===== src/sv/psd_pkg.sv =====
package psd_pkg;

	typedef struct packed {
		logic signed [15:0] rx_i;
		logic signed [15:0] rx_q;
	} psd_in_t;

	typedef struct packed {
		logic signed [19:0] llr;
		logic [2:0]         bit_pos;
		logic               last;
	} psd_out_t;

	// Metric width: distance up to 2^34, times 2^16, over 2^26 gives 2^24.
	localparam int MetricW = 26;
	localparam int LlrW    = 20;

	// Quarter-wave cosine table, Q1.13, cos(k*pi/64) for k = 0..32.
	function automatic logic [13:0] cos_quarter(input logic [5:0] k);
		logic [13:0] v;
		begin
			case (k)
				6'd0: v = 14'd8192;  6'd1: v = 14'd8182;  6'd2: v = 14'd8153;
				6'd3: v = 14'd8103;  6'd4: v = 14'd8035;  6'd5: v = 14'd7946;
				6'd6: v = 14'd7839;  6'd7: v = 14'd7713;  6'd8: v = 14'd7568;
				6'd9: v = 14'd7405;  6'd10: v = 14'd7225; 6'd11: v = 14'd7027;
				6'd12: v = 14'd6811; 6'd13: v = 14'd6580; 6'd14: v = 14'd6332;
				6'd15: v = 14'd6070; 6'd16: v = 14'd5793; 6'd17: v = 14'd5501;
				6'd18: v = 14'd5197; 6'd19: v = 14'd4880; 6'd20: v = 14'd4551;
				6'd21: v = 14'd4212; 6'd22: v = 14'd3862; 6'd23: v = 14'd3503;
				6'd24: v = 14'd3135; 6'd25: v = 14'd2760; 6'd26: v = 14'd2378;
				6'd27: v = 14'd1990; 6'd28: v = 14'd1598; 6'd29: v = 14'd1202;
				6'd30: v = 14'd803;  6'd31: v = 14'd402;  default: v = 14'd0;
			endcase
			return v;
		end
	endfunction

	// Full-circle cosine, k modulo 128.
	function automatic logic signed [15:0] cos64(input logic [6:0] k);
		logic [13:0] m;
		logic        neg;
		begin
			if (k <= 7'd32) begin
				m = cos_quarter(k[5:0]); neg = 1'b0;
			end else if (k <= 7'd64) begin
				m = cos_quarter(6'(7'd64 - k)); neg = 1'b1;
			end else if (k <= 7'd96) begin
				m = cos_quarter(6'(k - 7'd64)); neg = 1'b1;
			end else begin
				m = cos_quarter(6'(8'd128 - {1'b0, k})); neg = 1'b0;
			end
			return neg ? -$signed({2'b00, m}) : $signed({2'b00, m});
		end
	endfunction

	// Max-star correction, round(256*ln(1+exp(-i/2))).
	function automatic logic [7:0] corr_lut(input logic [2:0] i);
		logic [7:0] v;
		begin
			case (i)
				3'd0: v = 8'd177; 3'd1: v = 8'd121; 3'd2: v = 8'd80;
				3'd3: v = 8'd52;  3'd4: v = 8'd32;  3'd5: v = 8'd20;
				3'd6: v = 8'd12;  default: v = 8'd8;
			endcase
			return v;
		end
	endfunction

endpackage


===== src/sv/psd_front.sv =====
module psd_front (
	input  logic                   clk,
	input  logic                   arst_n,
	input  logic                   in_valid,
	output logic                   in_stall,
	input  psd_pkg::psd_in_t       in_data,
	input  logic [15:0]            inv_noise_var,
	output logic                   q_valid,
	input  logic                   q_stall,
	output psd_pkg::psd_in_t       q_data,
	output logic [15:0]            q_inv
);
	import psd_pkg::*;

	localparam int Depth = 2;

	psd_in_t     mem_q [Depth];
	logic [15:0] inv_q [Depth];
	logic        wp_q, rp_q;
	logic [1:0]  cnt_q;
	logic        push, pop;

	// Two-entry request queue; the noise scale is captured with each sample.
	assign in_stall = (cnt_q == 2'(Depth));
	assign push     = in_valid && !in_stall;
	assign q_valid  = (cnt_q != 2'd0);
	assign pop      = q_valid && !q_stall;
	assign q_data   = mem_q[rp_q];
	assign q_inv    = inv_q[rp_q];

	always_ff @(posedge clk) begin
		if (push) begin
			mem_q[wp_q] <= in_data;
			inv_q[wp_q] <= inv_noise_var;
		end
	end

	always_ff @(posedge clk or negedge arst_n) begin
		if (!arst_n) begin
			wp_q <= 1'b0; rp_q <= 1'b0; cnt_q <= 2'd0;
		end else begin
			if (push) wp_q <= ~wp_q;
			if (pop) rp_q <= ~rp_q;
			cnt_q <= cnt_q + 2'(push) - 2'(pop);
		end
	end
endmodule


===== config.mk =====
export PLATFORM = sky130hd
export DESIGN_NAME = psd_front
export DESIGN_NICKNAME = d
export VERILOG_FILES = /design/src/sv/psd_pkg.sv /design/src/sv/psd_front.sv
export SDC_FILE = /design/constraint.sdc
export NUM_CORES = 1
export LEC_CHECK = 0
export BUFFER_PORTS_ARGS = -buffer_cell sky130_fd_sc_hd__buf_2
export CAP_MARGIN = 15
export CORE_MARGIN = 2
export CORE_UTILIZATION = 51
export CTS_CLUSTER_DIAMETER = 120
export DETAILED_ROUTE_END_ITERATION = 6
export GPL_ROUTABILITY_DRIVEN = 0
export MAX_ROUTING_LAYER = met4
export PLACE_DENSITY_LB_ADDON = 0.12
export SLEW_MARGIN = 20
export SYNTH_ARGS = -nofsm -noshare
export SYNTH_HDL_FRONTEND = slang
export SYNTH_SLANG_ARGS = --single-unit
export TNS_END_PERCENT = 50

===== constraint.sdc =====
create_clock -name clk -period 3.65 [get_ports clk]
set_clock_uncertainty 0.1 [all_clocks]
set_input_delay 1.095 -clock clk [delete_from_list [all_inputs] [get_ports clk]]
set_output_delay 1.095 -clock clk [all_outputs]
set_load 0.01 [all_outputs]

==> results of run 1 <==
## metrics by stage
step                area (um^2)  worst slack, ps  power [mW]
floorplan                  3720              690        2.43
CTS                        4610              575        3.64
finish                     4610              620        3.59
detailed placement         4370              971        2.83
global placement           4370              977        2.82
global route               4610              538        3.79
## logic make-up (layout without fill, tap and decap cells)
logic type,after synthesis,in the layout,share of synthesized area [%]
multiplexers,48,48,15.6
XOR/XNOR,4,4,0.943
AND/OR/NAND/NOR,6,6,1.08
flip-flops,100,100,80.2
buffers and inverters,7,122,1.51
adder cells (fa/ha/maj),2,2,0.673
## report_power, final
part / leakage [nW] / switching (mW) / internal [mW] / total, mW
clock network: 0.123 / 0.342 / 0.472 / 0.814
logic: 0.719 / 0.542 / 0.561 / 1.10
registers: 0.937 / 0.106 / 1.57 / 1.67
## critical path, delay by kind of cell, from the launching register on
family   cells  cell delay, ps
flops        1             680
buf+inv      2             420
mux          1             370
## cell type report
cell class                 instances  area share (%)
tap                               99            2.69
sequential                       100            64.7
timing repair buffer             104            12.3
clock inverter                     5            2.17
inverter                           2           0.163
multi-input combinational         60            14.9
clock buffer                      11            3.07
## flip-flops by register name, summed over array words and instances (netlist names)
name,cells
cnt_q,2
inv_q,32
mem_q,64
rp_q,1
wp_q,1
## layer usage
metal	track usage, %	vias to the layer above	routed length [um]
met2	23.8	57	2950
met1	17.7	876	2340
li1	-	876	-
met3	3.79	8	309
met4	8.14	0	91
met5	-	-	0
## final timing paths
kind | startpoint | to | slack (ps) | cells after the start
worst max-delay path | rp_q$_DFFE_PN0P_ | q_inv[11] | 620 | 3
worst min-delay path | cnt_q[0]$_DFF_PN0_ | cnt_q[0]$_DFF_PN0_ | 420 | 1
worst max register to register | cnt_q[1]$_DFF_PN0_ | inv_q[0][5]$_DFFE_PP_ | 1780 | 4
worst min register to register | cnt_q[0]$_DFF_PN0_ | cnt_q[0]$_DFF_PN0_ | 420 | 1
max in group asynchronous | arst_n | rp_q$_DFFE_PN0P_ | 2880 | 1
min in group asynchronous | arst_n | cnt_q[0]$_DFF_PN0_ | 440 | 1
## placed cells by master (no fill, tap or decap), types with 2 or more instances in the layout
master / n
buf_2: 101
xnor2_1: 3
inv_1: 2
dfrtp_1: 3
buf_12: 3
bufinv_16: 3
mux2_4: 10
edfxtp_1: 96
clkbuf_8: 10
mux2_2: 38
ha_1: 2
clkinv_2: 2
==> results.json, run 1 <==
{
  "grt_pass1_vias": 1740,
  "crit_type": "register to output port",
  "io_buffers": 101,
  "yosysSeqAreaShare_pct": 80.2,
  "synth_common_cells": "edfxtp_1, mux2_2, mux2_4",
  "dp.cells": 365,
  "postRouteAntennaNets": 0,
  "synth.most_common_cell": "edfxtp_1",
  "setup_viol": 0,
  "track_usage_pct": 15.0,
  "crit_path_max_fanout": 30,
  "register_area_um2": 2980,
  "cp_slowest_stage_delay_ps": 680,
  "rsz0062_at_grt": "false",
  "layout_min_cycle_time_ps": 3030,
  "min_period_over_period_pct": 83.0,
  "ir_worst_vdd_v": 0.000449,
  "ys_seq_elements": 100,
  "vias_per_cell": 4.77,
  "async_flop_share_pct": 4.00,
  "crit_path_top_delay_cell": "dfrtp_2",
  "syn_to_final_growth_pct": 24.0,
  "yosysWarnings": 0,
  "finalNonFillerCells": 381,
  "required_ps": 2450,
  "num-fill-cells": 547,
  "slew_headroom_pct": 56.5,
  "syn_inst": 167,
  "setup_tns_ps": 0,
  "die_y_um": 89.4,
  "cts-resized-gates": 0,
  "worstMarginPinSlew_ps": 652,
  "synth-edff-count": 96,
  "grt_pass1_wl_um": 8240,
  "dpl.hpwl_um": 3780,
  "yosysUniqueCellTypes": 17,
  "hold_violations": 0,
  "max_cap_violations": 0,
  "synth_area_leaders": "edfxtp_1, mux2_2, mux2_4, dfrtp_1, xnor2_1",
  "cp_cell_sequence": "buf_12, mux2_2, buf_2",
  "hold_class": "register to register",
  "syn_avg_cell_area_um2": 22.3,
  "wirelength_um": 5690,
  "wl_per_cell_um": 14.9,
  "layout-drive-gt1-share_pct": 61.0,
  "cts_tree": "yes",
  "drt-initial-drc-count": 55,
  "powerDensity_nw_per_um2": 779,
  "cts_made_buffers": 9,
  "drc": 0,
  "postSynthNetCount": 221,
  "start_kind": "register",
  "drt_pre_antenna_iters": 4,
  "cts_sinks": 100,
  "placementRows": 31,
  "yosysTopAreaCellShare_pct": 77.5,
  "fp.dieW_um": 89.4,
  "io-pin-count": 102,
  "cts.clk_slew.worst_paths_ps": 80,
  "arrival_ps": 1840,
  "overflow": 0,
  "cts_max_level": 3,
  "n_antenna_cell": 0,
  "end_kind": "output port",
  "core_area_um2": 7140,
  "synth_top_area_cell": "edfxtp_1",
  "initial_core_util_pct": 52.1,
  "insertion_delay_ps": 340,
  "multiInputGateArea_um2": 687,
  "maxSlewViolCount": 0,
  "final_util_pct": 64.6,
  "cts_root_buf": "clkbuf_8",
  "outcome": "finished, final reports clean",
  "ys.flop_type": "edfxtp_1",
  "cts_setup_buffers": 0,
  "holdBufCountCts": 0,
  "hold_ws_ps": 418,
  "p_leak_nw": 1.78,
  "die_area_um2": 7990,
  "via_count": 1817,
  "synthesis.area_um2": 3720,
  "grt_max_degree": 32,
  "antenna_found_initial": 0,
  "num-nets-final": 331,
  "fmax_ghz": 0.330,
  "clockBufferDepth": 2
}
(Power assumes the default switching activity.)
==> inputs of run 2 (changes only) <==
ABC_AREA = 1   (was unset)
CORE_UTILIZATION = 52   (was 51)
clock period = 3.1 ns   (was 3.65 ns; I/O delays follow)
==> results.json, run 2 <==
{
  "yosysSeqAreaShare_pct": 79.9,
  "die_y_um": 88.7,
  "p_seq_share_pct": 46.5,
  "crit_cells": 5,
  "arrival_ps": 1640,
  "via_count": 2359,
  "ir_worst_vdd_v": 0.000452,
  "yosysTopAreaCellShare_pct": 77.2,
  "maxSlewViolCount": 0,
  "min_period_over_period_pct": 86.0,
  "n_antenna_cell": 0,
  "syn_to_final_growth_pct": 21.6,
  "wirelength_um": 6630,
  "top_register": "mem_q",
  "layout_min_cycle_time_ps": 2670,
  "cp.buffers_inverters": 3,
  "ff2ff_path_depth": 4,
  "syn_avg_cell_area_um2": 13.1,
  "cts.clk_slew.worst_paths_ps": 90,
  "holdBufCountCts": 0,
  "fp.dieW_um": 88.7,
  "cts_sinks": 100,
  "num-nets-final": 446,
  "clockBufferDepth": 2,
  "cp_slowest_stage_delay_ps": 410,
  "setup_viol": 0,
  "start_kind": "register",
  "hold_class": "input port to async pin",
  "powerDensity_nw_per_um2": 907,
  "track_usage_pct": 17.8,
  "hold_ws_ps": 262,
  "initial_core_util_pct": 54.4,
  "clock_power_share_pct": 19.5,
  "insertion_delay_ps": 360,
  "io_buffers": 101,
  "syn_inst": 285,
  "placementRows": 30,
  "finalNonFillerCells": 492,
  "dp.cells": 477,
  "yosysUniqueCellTypes": 11,
  "hold_violations": 0,
  "startpoint": "rp_q$_DFFE_PN0P_",
  "ys.flop_type": "edfxtp_1",
  "fmax_ghz": 0.375,
  "worstMarginPinSlew_ps": 552,
  "grt_max_degree": 50,
  "synthesis.area_um2": 3730,
  "drt_pre_antenna_iters": 4,
  "end_kind": "output port",
  "switching_share_pct": 34.6,
  "required_ps": 2070,
  "drc": 0,
  "vias_per_cell": 4.79,
  "synth-edff-count": 96,
  "core_area_um2": 6870,
  "setup_tns_ps": 0,
  "antenna_found_initial": 0,
  "postRouteAntennaNets": 0,
  "final_cell_mix": "nand2_1, buf_2, edfxtp_1",
  "cpMostUsedCell": "nand2_1",
  "rsz0062_at_grt": "false",
  "p_leak_nw": 2.01,
  "layout-drive-gt1-share_pct": 31.6,
  "cts_tree": "yes",
  "final_common_cell": "nand2_1",
  "synth.most_common_cell": "nand2_1",
  "worst-r2r-setup-slack_ps": 1340,
  "wl_per_cell_um": 13.5,
  "outcome": "finished, final reports clean",
  "num-fill-cells": 539,
  "postSynthNetCount": 339,
  "power_frac_comb_pct": 34.0,
  "dpl.hpwl_um": 4360,
  "drt-initial-drc-count": 99,
  "synth_common_cells": "nand2_1, edfxtp_1, inv_1",
  "overflow": 0,
  "cts_root_buf": "clkbuf_8",
  "r2r-end": "mem_q[0][27]$_DFFE_PP_",
  "ys_seq_elements": 100,
  "cp_cell_sequence": "inv_2, buf_4, nand2_1, nand2_1, buf_2",
  "max_cap_violations": 0,
  "async_flop_share_pct": 4.00,
  "grt_pass1_vias": 2179,
  "io-pin-count": 102,
  "reg_top3": "mem_q: 64 flops, inv_q: 32 flops, cnt_q: 2 flops",
  "crit_path_top_delay_cell": "dfrtp_2",
  "switchingPower_mw": 1.43,
  "cts_setup_buffers": 0,
  "cts-resized-gates": 0,
  "die_area_um2": 7870,
  "cts_max_level": 3,
  "cpLargestDelayFamily": "buffers and inverters",
  "synth_area_leaders": "edfxtp_1, nand2_1, dfrtp_1, inv_1, buf_2",
  "crit_path_max_fanout": 24,
  "internal_power_mw": 2.69,
  "yosysWarnings": 0,
  "grt_pass1_wl_um": 9740,
  "crit_type": "register to output port",
  "cts_made_buffers": 9,
  "largest_reg_flops": 64,
  "r2r_start": "wp_q$_DFFE_PN0N_",
  "synth_top_area_cell": "edfxtp_1",
  "slew_headroom_pct": 63.1
}
==> run 2: final cells by class <==
cell class	instances	area [um^2]	area share, %
Clock inverter	5	62.6	1.38
Tap cell	96	120	2.65
Clock buffer	10	128	2.81
Sequential cell	100	2980	65.7
Inverter	11	41.3	0.910
Timing Repair Buffer	107	563	12.4
Multi-Input combinational cell	163	641	14.1
==> run 2: worst max path at each step <==
stage | to | slack (ps)
3_5_place_dp | q_data[21] | 790
2_1_floorplan | inv_q[1][0]$_DFFE_PP_ | 320
3_3_place_gp | q_inv[15] | 810
6_report | q_data[17] | 430
5_1_grt | q_data[27] | 300
4_1_cts | q_data[21] | 390
==> run 2: cell families (layout without fill, tap and decap cells) <==
logic type	Yosys count	count (layout)	share of synthesized area [%]
DFF	100	100	79.9
buffers and inverters	22	133	3.15
and+or+nand+nor	161	161	16.3
adders and majority gates	2	2	0.670
==> run 2: per-stage QoR <==
stage / setup WS [ps] / area, um^2 / util [%] / power [mW]
floorplan: 317 / 3740 / - / 2.83
global placement: 808 / 4350 / 63.3 / 3.35
detailed placement: 791 / 4350 / 63.3 / 3.37
CTS: 390 / 4540 / 66.1 / 4.16
global route: 300 / 4540 / 66.1 / 4.38
finish: 434 / 4540 / 66.1 / 4.12
==> run 2: routing by layer <==
metal	track usage (%)	vias up	wire length, um
li1	-	1158	-
met1	19.9	1113	2790
met2	29.0	76	3280
met3	4.76	12	425
met4	9.78	0	131
met5	-	-	0
==> run 2: power groups by stage <==
stage	clock [mW]	combinational [mW]	sequential, mW
after CTS	0.815	1.43	1.92
after global routing	0.860	1.58	1.94
after global placement	0	1.41	1.94
after detailed placement	0	1.42	1.95
after floorplan	0	0.889	1.94
final	0.802	1.40	1.92
